**src/rtl/mbfa_pkg.sv**
```systemverilog
// Shared types and constants of the MSB-first bit-field access block.
`default_nettype none

package mbfa_pkg;

    // Cursor width and the largest value it may hold
    localparam int CURSOR_W   = 12;
    localparam int CURSOR_MAX = 4095;

    // Widest field one item may read or write
    localparam int MAX_FIELD_BITS = 32;

    // Action codes
    localparam int ACT_W = 2;
    localparam logic [ACT_W-1:0] ACT_READ   = 2'd0;
    localparam logic [ACT_W-1:0] ACT_WRITE  = 2'd1;
    localparam logic [ACT_W-1:0] ACT_SET    = 2'd2;
    localparam logic [ACT_W-1:0] ACT_UNUSED = 2'd3;

endpackage

`default_nettype wire

```
**src/rtl/mbfa_in_if.sv**
```systemverilog
// Request channel of the bit-field access block: one access or cursor load per item.
`default_nettype none

interface mbfa_in_if
    import mbfa_pkg::*;
#(
    parameter int VAL_W = 32,
    parameter int CNT_W = 6
);
    logic                valid;
    logic                ready;
    logic [ACT_W-1:0]    action;
    logic [CNT_W-1:0]    bit_count;
    logic [VAL_W-1:0]    write_value;
    logic [CURSOR_W-1:0] position;

    modport source
    (
        output valid,
        output action,
        output bit_count,
        output write_value,
        output position,
        input  ready
    );

    modport sink
    (
        input  valid,
        input  action,
        input  bit_count,
        input  write_value,
        input  position,
        output ready
    );
endinterface

`default_nettype wire

```
**src/rtl/mbfa_out_if.sv**
```systemverilog
// Response channel of the bit-field access block: one result item per request.
`default_nettype none

interface mbfa_out_if
    import mbfa_pkg::*;
#(
    parameter int VAL_W = 32
);
    logic                valid;
    logic                ready;
    logic [VAL_W-1:0]    read_value;
    logic [CURSOR_W-1:0] cursor_after;
    logic                error;

    modport source
    (
        output valid,
        output read_value,
        output cursor_after,
        output error,
        input  ready
    );

    modport sink
    (
        input  valid,
        input  read_value,
        input  cursor_after,
        input  error,
        output ready
    );
endinterface

`default_nettype wire

```
**src/rtl/msb_first_bit_field_access.sv**
```systemverilog
// Top level of the MSB-first bit-field access block over a banked byte store.
`default_nettype none

// Reads or writes fields of 1 to MAX_FIELD_BITS bits at a running bit cursor in a
// byte store, bit 0 being the MSB of byte 0, or loads the cursor. When an item is
// accepted every byte bank is read at the window around the cursor; the item then
// moves to its merge state, where the window is merged and, once the output register
// is free or being taken, the touched bytes are written back and the result goes to
// the output register. A result that is not taken holds the merge, and no new item is
// accepted until the last one is through. The store is split into a power-of-two
// number of byte-wide banks, at least one per window byte, so a field spanning several
// bytes needs only one access per bank. Store contents are undefined until written;
// the cursor resets to zero. Only the first 4095 bits of the store are reachable.
module msb_first_bit_field_access
    import mbfa_pkg::*;
#(
    parameter int BUFFER_BYTES   = 256
)
(
    input  wire         clk,
    input  wire         rst_n,
    mbfa_in_if.sink     req,
    mbfa_out_if.source  rsp
);

    localparam int CNT_W      = $clog2(MAX_FIELD_BITS + 1);
    localparam int WIN_BYTES  = (MAX_FIELD_BITS + 7) / 8 + 1;
    localparam int WIN_W      = WIN_BYTES * 8;
    localparam int BANK_W     = $clog2(WIN_BYTES);
    localparam int NBANK      = 2 ** BANK_W;
    localparam int BANK_DEPTH = (BUFFER_BYTES + NBANK - 1) / NBANK;
    localparam int BADDR_W    = (BANK_DEPTH > 1) ? $clog2(BANK_DEPTH) : 1;
    localparam int IDX_W      = CURSOR_W - 3 + 1;
    localparam int SUM_W      = CURSOR_W + 1;
    localparam int SH_W       = $clog2(WIN_W + 1);
    localparam int LIMIT_I    = (BUFFER_BYTES * 8 > CURSOR_MAX) ? CURSOR_MAX : BUFFER_BYTES * 8;

    localparam logic ST_IDLE = 1'b0;
    localparam logic ST_EXEC = 1'b1;

    logic                      state_reg;
    logic                      state_next;
    logic [CURSOR_W-1:0]       cursor_reg;
    logic [CURSOR_W-1:0]       cursor_next;

    // Item held during its merge cycle
    logic [ACT_W-1:0]          act_reg;
    logic [CNT_W-1:0]          cnt_reg;
    logic [MAX_FIELD_BITS-1:0] wval_reg;
    logic [CURSOR_W-1:0]       pos_reg;

    // Output register
    logic                      out_valid_reg;
    logic                      out_valid_next;
    logic [MAX_FIELD_BITS-1:0] out_value_reg;
    logic [CURSOR_W-1:0]       out_cursor_reg;
    logic                      out_error_reg;

    logic                      accept;
    logic                      exec_done;

    logic [BANK_W-1:0]         base_low;
    logic [IDX_W-1:0]          base_idx;
    logic [BADDR_W-1:0]        bank_addr [NBANK];
    logic [7:0]                rd_reg    [NBANK];
    logic                      wr_en     [NBANK];
    logic [7:0]                wr_byte   [NBANK];

    logic [WIN_W-1:0]          win;
    logic [WIN_W-1:0]          win_shl;
    logic [WIN_W-1:0]          rd_full;
    logic [WIN_W-1:0]          wmask;
    logic [WIN_W-1:0]          wdata;
    logic [WIN_W-1:0]          new_win;
    logic [SH_W-1:0]           rd_sh;
    logic [SH_W-1:0]           wr_sh;
    logic [MAX_FIELD_BITS:0]   one_sh;
    logic [MAX_FIELD_BITS-1:0] fmask;
    logic [SUM_W-1:0]          field_end;
    logic [SUM_W-1:0]          limit;

    logic                      width_ok;
    logic                      access_ok;
    logic                      set_ok;
    logic                      item_err;
    logic                      do_write;

    // Handshake
    assign req.ready = (state_reg == ST_IDLE);
    assign accept    = req.valid && req.ready;
    assign exec_done = (state_reg == ST_EXEC) && (!out_valid_reg || rsp.ready);

    // Window position within the banks
    assign base_low = cursor_reg[BANK_W+2:3];
    assign base_idx = IDX_W'(cursor_reg[CURSOR_W-1:3]);

    // Address each bank at the window byte that falls in it
    always_comb
    begin
        logic [BANK_W-1:0] j;
        logic [IDX_W-1:0]  idx;
        for (int b = 0; b < NBANK; b++)
        begin
            j            = BANK_W'(b) - base_low;
            idx          = base_idx + IDX_W'(j);
            bank_addr[b] = BADDR_W'(idx >> BANK_W);
        end
    end

    // Byte banks: read at accept, write back on merge
    for (genvar gb = 0; gb < NBANK; gb++)
    begin : g_bank
        logic [7:0] mem [BANK_DEPTH];

        always_ff @(posedge clk)
        begin
            if (wr_en[gb])
            begin
                mem[bank_addr[gb]] <= wr_byte[gb];
            end
            if (accept)
            begin
                rd_reg[gb] <= mem[bank_addr[gb]];
            end
        end
    end

    // Assemble the window, first byte most significant
    always_comb
    begin
        logic [BANK_W-1:0] bk;
        win = '0;
        for (int j = 0; j < WIN_BYTES; j++)
        begin
            bk = base_low + BANK_W'(j);
            win[WIN_W-1-8*j -: 8] = rd_reg[bk];
        end
    end

    // Check width, store end and cursor range
    assign limit     = SUM_W'(LIMIT_I);
    assign field_end = SUM_W'(cursor_reg) + SUM_W'(cnt_reg);
    assign width_ok  = (cnt_reg != '0) && (cnt_reg <= CNT_W'(MAX_FIELD_BITS));
    assign access_ok = ((act_reg == ACT_READ) || (act_reg == ACT_WRITE)) && width_ok
                       && (field_end <= limit);
    assign set_ok    = (act_reg == ACT_SET) && (SUM_W'(pos_reg) <= limit);
    assign item_err  = !(access_ok || set_ok);
    assign do_write  = exec_done && access_ok && (act_reg == ACT_WRITE);

    // Extract the field right-aligned
    assign win_shl = win << cursor_reg[2:0];
    assign rd_sh   = SH_W'(WIN_W) - SH_W'(cnt_reg);
    assign rd_full = win_shl >> rd_sh;

    // Place the masked write value in the window
    assign one_sh  = (MAX_FIELD_BITS + 1)'(1) << cnt_reg;
    assign fmask   = MAX_FIELD_BITS'(one_sh - (MAX_FIELD_BITS + 1)'(1));
    assign wr_sh   = SH_W'(WIN_W) - SH_W'(cursor_reg[2:0]) - SH_W'(cnt_reg);
    assign wmask   = WIN_W'(fmask) << wr_sh;
    assign wdata   = WIN_W'(wval_reg & fmask) << wr_sh;
    assign new_win = (win & ~wmask) | wdata;

    // Write back only the bytes the field touches
    always_comb
    begin
        logic [BANK_W-1:0] bk;
        for (int b = 0; b < NBANK; b++)
        begin
            wr_en[b]   = 1'b0;
            wr_byte[b] = '0;
        end
        for (int j = 0; j < WIN_BYTES; j++)
        begin
            bk          = base_low + BANK_W'(j);
            wr_en[bk]   = do_write && (|wmask[WIN_W-1-8*j -: 8]);
            wr_byte[bk] = new_win[WIN_W-1-8*j -: 8];
        end
    end

    // Sequence and cursor
    always_comb
    begin
        state_next     = state_reg;
        cursor_next    = cursor_reg;
        out_valid_next = out_valid_reg;
        if (rsp.ready)
        begin
            out_valid_next = 1'b0;
        end
        unique case (state_reg)
            ST_IDLE:
            begin
                if (accept)
                begin
                    state_next = ST_EXEC;
                end
            end
            ST_EXEC:
            begin
                if (exec_done)
                begin
                    state_next     = ST_IDLE;
                    out_valid_next = 1'b1;
                    if (set_ok)
                    begin
                        cursor_next = pos_reg;
                    end
                    else if (access_ok)
                    begin
                        cursor_next = field_end[CURSOR_W-1:0];
                    end
                end
            end
            default:
            begin
                state_next = ST_IDLE;
            end
        endcase
    end

    always_ff @(posedge clk or negedge rst_n)
    begin
        if (!rst_n)
        begin
            state_reg     <= ST_IDLE;
            cursor_reg    <= '0;
            out_valid_reg <= 1'b0;
        end
        else
        begin
            state_reg     <= state_next;
            cursor_reg    <= cursor_next;
            out_valid_reg <= out_valid_next;
        end
    end

    // Capture the item and the result
    always_ff @(posedge clk)
    begin
        if (accept)
        begin
            act_reg  <= req.action;
            cnt_reg  <= req.bit_count;
            wval_reg <= req.write_value;
            pos_reg  <= req.position;
        end
        if (exec_done)
        begin
            out_value_reg  <= (access_ok && (act_reg == ACT_READ))
                              ? rd_full[MAX_FIELD_BITS-1:0] : '0;
            out_cursor_reg <= cursor_next;
            out_error_reg  <= item_err;
        end
    end

    assign rsp.valid        = out_valid_reg;
    assign rsp.read_value   = out_value_reg;
    assign rsp.cursor_after = out_cursor_reg;
    assign rsp.error        = out_error_reg;

endmodule

`default_nettype wire
```
**src/flat_wrapper.sv**
```systemverilog
// flat-port wrapper written by rule: the top's interface ports become plain ports
module msb_first_bit_field_access_flat import mbfa_pkg::*;
#(
    parameter int BUFFER_BYTES   = 256
)
  (clk, rst_n, req_valid, req_action, req_bit_count, req_write_value, req_position, req_ready, rsp_valid, rsp_read_value, rsp_cursor_after, rsp_error, rsp_ready);
  mbfa_in_if req_i ();
  mbfa_out_if rsp_i ();
  input  wire clk;
  input  wire rst_n;
  input wire logic [$bits(req_i.valid)-1:0] req_valid;
  input wire logic [$bits(req_i.action)-1:0] req_action;
  input wire logic [$bits(req_i.bit_count)-1:0] req_bit_count;
  input wire logic [$bits(req_i.write_value)-1:0] req_write_value;
  input wire logic [$bits(req_i.position)-1:0] req_position;
  output wire logic [$bits(req_i.ready)-1:0] req_ready;
  output wire logic [$bits(rsp_i.valid)-1:0] rsp_valid;
  output wire logic [$bits(rsp_i.read_value)-1:0] rsp_read_value;
  output wire logic [$bits(rsp_i.cursor_after)-1:0] rsp_cursor_after;
  output wire logic [$bits(rsp_i.error)-1:0] rsp_error;
  input wire logic [$bits(rsp_i.ready)-1:0] rsp_ready;
  assign req_i.valid = req_valid;
  assign req_i.action = req_action;
  assign req_i.bit_count = req_bit_count;
  assign req_i.write_value = req_write_value;
  assign req_i.position = req_position;
  assign req_ready = req_i.ready;
  assign rsp_valid = rsp_i.valid;
  assign rsp_read_value = rsp_i.read_value;
  assign rsp_cursor_after = rsp_i.cursor_after;
  assign rsp_error = rsp_i.error;
  assign rsp_i.ready = rsp_ready;
  msb_first_bit_field_access #(.BUFFER_BYTES(BUFFER_BYTES)) u_core (.clk(clk), .rst_n(rst_n), .req(req_i), .rsp(rsp_i));
endmodule
```
**config.mk**
```make
export PLATFORM = sky130hd
export DESIGN_NAME = msb_first_bit_field_access_flat
export DESIGN_NICKNAME = d
export VERILOG_FILES = /design/src/rtl/mbfa_pkg.sv /design/src/rtl/mbfa_in_if.sv /design/src/rtl/mbfa_out_if.sv /design/src/rtl/msb_first_bit_field_access.sv /design/src/flat_wrapper.sv
export SDC_FILE = /design/constraint.sdc
export NUM_CORES = 2
export LEC_CHECK = 0
export ABC_AREA = 1
export BUFFER_PORTS_ARGS = -buffer_cell sky130_fd_sc_hd__buf_2
export CORE_MARGIN = 2
export CORE_UTILIZATION = 35
export DETAILED_ROUTE_END_ITERATION = 8
export SYNTH_ARGS = -nofsm -noshare
export SYNTH_HDL_FRONTEND = slang
export SYNTH_SLANG_ARGS = --single-unit
```
**constraint.sdc**
```tcl
create_clock -name clk -period 11.3 [get_ports clk]
set_input_delay 1.13 -clock clk [delete_from_list [all_inputs] [get_ports clk]]
set_output_delay 1.13 -clock clk [all_outputs]
set_load 0.01 [all_outputs]
```
# Word-level counts from Yosys, hierarchy flattened
# Memories as Yosys holds them, arrays and structs flattened.
# Cells that the tools add are included.
[totals]
elab_cells = 162
ram_bits = 2112
regBits = 111
n_memories = 9
input_bits = 56
output_inout_bits = 47
[mem_list]
columns = ["name", "depth", "width", "rd", "rd_clocked_by_memory_dff", "write_ports", "line_no", "rtl"]
rows = [
  ["u_core.g_bank[0].mem", 32, 8, 1, 0, 1, "msb_first_bit_field_access.sv:113", "logic [7:0] mem [BANK_DEPTH];"],
  ["u_core.g_bank[1].mem", 32, 8, 1, 0, 1, "msb_first_bit_field_access.sv:113", ""],
  ["u_core.g_bank[2].mem", 32, 8, 1, 0, 1, "msb_first_bit_field_access.sv:113", ""],
  ["u_core.g_bank[3].mem", 32, 8, 1, 0, 1, "msb_first_bit_field_access.sv:113", ""],
  ["u_core.g_bank[4].mem", 32, 8, 1, 0, 1, "msb_first_bit_field_access.sv:113", ""],
  ["u_core.g_bank[5].mem", 32, 8, 1, 0, 1, "msb_first_bit_field_access.sv:113", ""],
  ["+3 memories", "-", "-", "-", "-", "-", "-", ""],
]
[classes]
bitwise = 12
shift = 5
n_eq_ne = 2
reduce_logical = 31
order_cmp = 13
n_addsub = 25
mux = 55
[ops]
columns = ["operator", "n"]
rows = [
  ["64-bit bitwise mux", 4],
  ["8-bit demux with 3-bit select", 5],
  ["8-bit by 3-bit adder with 8-bit output", 8],
  ["64-bit AND", 1],
  ["12-bit 2-to-1 mux", 4],
  ["40-bit AND", 1],
  ["8-bit 2-to-1 mux", 5],
  ["40-bit NOT", 1],
  ["40-bit OR", 1],
  ["8-bit OR reduction", 5],
  ["32-bit by 6-bit << shifter with 40-bit output", 1],
  ["40-bit by 3-bit << shifter with 40-bit output", 1],
  ["40-bit by 6-bit << shifter with 40-bit output", 1],
  ["40-bit by 6-bit right shift with 32-bit output", 1],
  ["32-bit AND", 1],
  ["8-bit bitwise mux", 4],
  ["1-bit by 6-bit << shifter with 32-bit output (first input constant)", 1],
  ["32-bit by 1-bit subtractor with 32-bit output (second input constant)", 1],
  ["1-bit 2-to-1 mux", 27],
  ["4-bit >= comparator (second input constant)", 5],
  ["4-bit by 1-bit less-than comparator with 1-bit output (second input constant)", 5],
  ["3-bit NOT with 4-bit output", 5],
  ["1-bit logical AND", 19],
  ["1-bit demux with 3-bit select", 5],
  ["22 further kinds", 31],
]

# Longest topological paths before layout
[logic_depth]
depth_word = 14
ltp_mapped = 37
depth_no_buf = 34

# Least setup slack after synthesis
# Ideal clock, no wire load.
[synth_path]
path_type = "register to register"
from = "register u_core.cnt_reg[0]"
to = "memory u_core.g_bank[2].mem[0][2], data pin"
period_less_slack_ps = 5883
path_stages_with_launch = 23
arrival_ps = 5506
n_path_buf = 5
slack_ps = 5417
setup_ps = 377
t_required_ps = 10923
path_cell_list = "edfxtp_1 clkbuf_1 clkinv_1 clkbuf_1 clkbuf_1 ha_1 ha_1 fa_1 nand2_1 inv_1 nor2_1 clkinv_1 nor2_1 buf_2 buf_1 inv_1 o21ai_0 o21ai_0 nand3_1 nand2_1 nand2_1 nand2_1 a21oi_1"
[synth_rtl]
columns = ["element", "line_no", "rtl"]
rows = [
  ["start, declared", "msb_first_bit_field_access.sv:48", "logic [CNT_W-1:0] cnt_reg;"],
  ["start signal, assigned", "msb_first_bit_field_access.sv:243", "cnt_reg <= req.bit_count;"],
  ["end, declared", "msb_first_bit_field_access.sv:113", ""],
]

# Worst setup path in the final report
[layout_path]
from = "register u_core.cnt_reg[0]"
to = "memory u_core.g_bank[0].mem[31][7], enable pin"
[layout_between]
elab_chain_cells = 14
elab_cells_between_ends = 30
cone_classes = "add/sub: 3; order compare: 2; shift: 2; mux: 6; bitwise: 1; reduce/logical: 16"
[layout_rtl]
columns = ["element", "line_no", "rtl"]
rows = [
  ["branches (longest 11 deep; another with 32-bit by 1-bit subtractor with 32-bit output)", "-", ""],
  ["8-bit bitwise mux *", "msb_first_bit_field_access.sv:175", "wr_en[bk] = do_write && (|wmask[WIN_W-1-8*j -: 8]);"],
  ["1-bit 2-to-1 mux *", "msb_first_bit_field_access.sv:117", "if (wr_en[gb])"],
  ["1-bit 2-to-1 mux (not written as such) *", "msb_first_bit_field_access.sv:119", "mem[bank_addr[gb]] <= wr_byte[gb];"],
  ["end, declared", "msb_first_bit_field_access.sv:113", ""],
]
# Every way passes the cells marked *.

==> reports/qor.yml <==
status: "complete, no violations"
grt_setup_unrepaired: "false"
ctsHoldBuffers: 0
hold_viol: 0
cp-end-kind: "flip-flop"
r2r_cells: 26
synth_top_family_by_area: "simple AND/OR/NAND/NOR gates"
ant_nets: 0
drtIter0Drc: 9688
period_share: 0.6615
firstDrtPassIters: 8
synth_cell_type_count: 72
wl_per_cell_um: 24.73
async_flop_share: 0.006298
clockBufferDepth: 4
floorplan.die_area_um2: 287200
maxCapViolations: 0
grt_pass1_wl_um: 453300
syn_area_um2: 99010
synthXorXnorAreaFrac: 0.003968
layout_min_cycle_time_ps: 7475
cts_tree: "yes"
nets: 8752
drt-total-wl_um: 311000
finalSetupViolCount: 0
gr-total-overflow: 0
vias: 71284
syn-num-nets: 8771
crit_fanout: 39
grt_start_max_net_pins: 92
post_cts_buffers: 0
synth_compound_area_frac: 0.1221
ys.flop_type: "edfxtp_1"
core_area_um2: 281800
crit_type: "reg -> reg"
multiInputGateArea_um2: 29550
yosysSeqAreaShare: 0.6735
r2r-end: "u_core.g_bank[0].mem[31][7]"
crit_path_end: "u_core.g_bank[0].mem[31][7]"
cp.arrival_ps: 7960
h-tree-depth: 4
grt_antenna_before_repair: 11
io_pins: 103
critPathLaunchType: "flip-flop"
place.gp.congestion: 1.017
cp-startpoint: "u_core.cnt_reg[0]"
netlist_instances: 8676
rows: 195
r2r_slack_ps: 3830
whs_ps: 179.7
cts.clk_slew.worst_paths_ps: 60
ys_ff_latch: 2223
ys_warn_count: 0
die_h_um: 535.9
synth.area.mux_share: 0.003943
layout-drive-gt1-share: 0.09476
synthSimpleGateAreaFrac: 0.1585
cts_root_buffer: "clkbuf_16"
drc_errors: 0
vias_per_cell: 5.667
slew_violations: 0
cts_resized: 0
synth_edf_count: 2209
syn_avg_cell_area_um2: 11.41
worstPathRequired_ps: 11780
worst_pin_slew_ps: 1357
clock-sinks: 2223
max_freq_mhz: 133.8
largest_reg_flops: 2048
dpl.hpwl_um: 206200
final_util: 0.3941
r2r-start: "u_core.cnt_reg[0]"
start_util: 0.3513
fillers: 26698
setup-tns-final_ps: 0
clock_latency_ps: 930
io_buffers: 102
cts_buffers: 224
finalClockSkew_ps: 93.42
die_x_um: 535.9
regArea_um2: 66690
final_common_cell: "edfxtp_1"
slew_headroom: 0.08943
mostFrequentLayoutCells: "edfxtp_1 (2209), nand2_1 (2115), a22oi_1 (770)"
grt_pass1_vias: 67909
grt_usage: 0.2096
hp-class: "in -> async"
synthAdderAreaFrac: 0.005080
area_growth_pct: 12.17
## worst min path at each step
stage | startpoint | endpoint | slack [ps] | depth (start not counted)
3_3_place_gp | u_core.rsp.valid | u_core.rsp.valid | 480 | 2
5_1_grt | rst_n | u_core.state_reg | 170 | 1
4_1_cts | rst_n | u_core.rsp.valid | 120 | 1
3_5_place_dp | u_core.state_reg | u_core.rsp.valid | 520 | 2
2_1_floorplan | u_core.state_reg | u_core.rsp.valid | 510 | 2
6_report | rst_n | u_core.state_reg | 180 | 1
## cell families (layout without fill, tap and decap cells)
| group | count (synthesis) | in the layout |
|---|---|---|
| fa+ha+maj | 39 | 39 |
| compound gates | 1868 | 1868 |
| mux | 39 | 39 |
| other cells | 0 | 3 |
| flops | 2223 | 2223 |
| xor+xnor | 44 | 44 |
| simple gates | 3629 | 3629 |
| buf+inv | 834 | 991 |
## synthesized netlist by cell type (17+ instances only)
| library cell | n | area, um^2 |
|---|---|---|
| ha_1 | 37 | 462.9 |
| a21oi_1 | 377 | 1887 |
| nand3_4 | 28 | 490.5 |
| a22oi_1 | 770 | 5781 |
| nor3_1 | 47 | 235.2 |
| buf_2 | 53 | 265.3 |
| mux2i_1 | 39 | 390.4 |
| buf_1 | 97 | 364.1 |
| o211ai_1 | 55 | 412.9 |
| nor2_1 | 526 | 1974 |
| xor2_1 | 37 | 324.1 |
| nand2_1 | 2141 | 8036 |
| o21ai_1 | 62 | 310.3 |
| inv_1 | 314 | 1179 |
| nand4_1 | 108 | 675.7 |
| a41oi_1 | 58 | 508.0 |
| nor2_2 | 38 | 237.7 |
| a31oi_1 | 80 | 500.5 |
| clkbuf_1 | 325 | 1220 |
| or2_2 | 26 | 162.7 |
| nand3_1 | 608 | 3043 |
| nor4_1 | 43 | 269.0 |
| o21ai_0 | 356 | 1782 |
| o22ai_1 | 17 | 106.4 |
| edfxtp_1 | 2209 | 66330 |
## routing by layer
layer | part of all wire | track usage
met1 | 0.41 | 0.2865
met2 | 0.45 | 0.3290
met5 | 0.00030 | 0
met3 | 0.089 | 0.03692
met4 | 0.046 | 0.08674
## stage by stage
stage / instance area (um^2) / setup slack [ps] / std cells
global placement: 103800 / 4161 / 12174
CTS: 111000 / 3956 / 12576
finish: 111100 / 3825 / 12579
global route: 111100 / 3269 / 12578
detailed placement: 103800 / 3963 / 12174
floorplan: 99010 / 5417 / 8676
## worst max-delay path, stage by stage, from the launching register on
cell and delay, ps:
edfxtp_1 330, buf_4 360, clkinv_1 860, ha_2 530, ha_2 200, a21o_1 180
a21oi_1 200, xor2_2 160, buf_4 360, inv_2 420, nor2_4 530, inv_1 200
nor2_1 230, inv_1 110, nor2_1 250, nand3_1 120, nand2_1 70, a21oi_1 50
nand2_1 110, nor2_2 60, a21boi_4 370, nand2_1 90, nand2_1 80, nand2_1 80
nand2_4 180, nand3_4 260, nor2_1 640
## final cells by class
| class | instances | share of cell area |
|---|---|---|
| Sequential cell | 2223 | 0.6005 |
| Multi-Input combinational cell | 5619 | 0.2661 |
| Clock buffer | 261 | 0.05201 |
| Tap cell | 3743 | 0.04217 |
| Timing Repair Buffer | 244 | 0.01420 |
| Clock inverter | 141 | 0.01329 |
| Inverter | 345 | 0.01171 |
| Antenna cell | 3 | 0.00006760 |
Power is left out: the tool's default activity adds up to more than one toggle a clock period on the data nets, which glitch-free logic cannot reach.
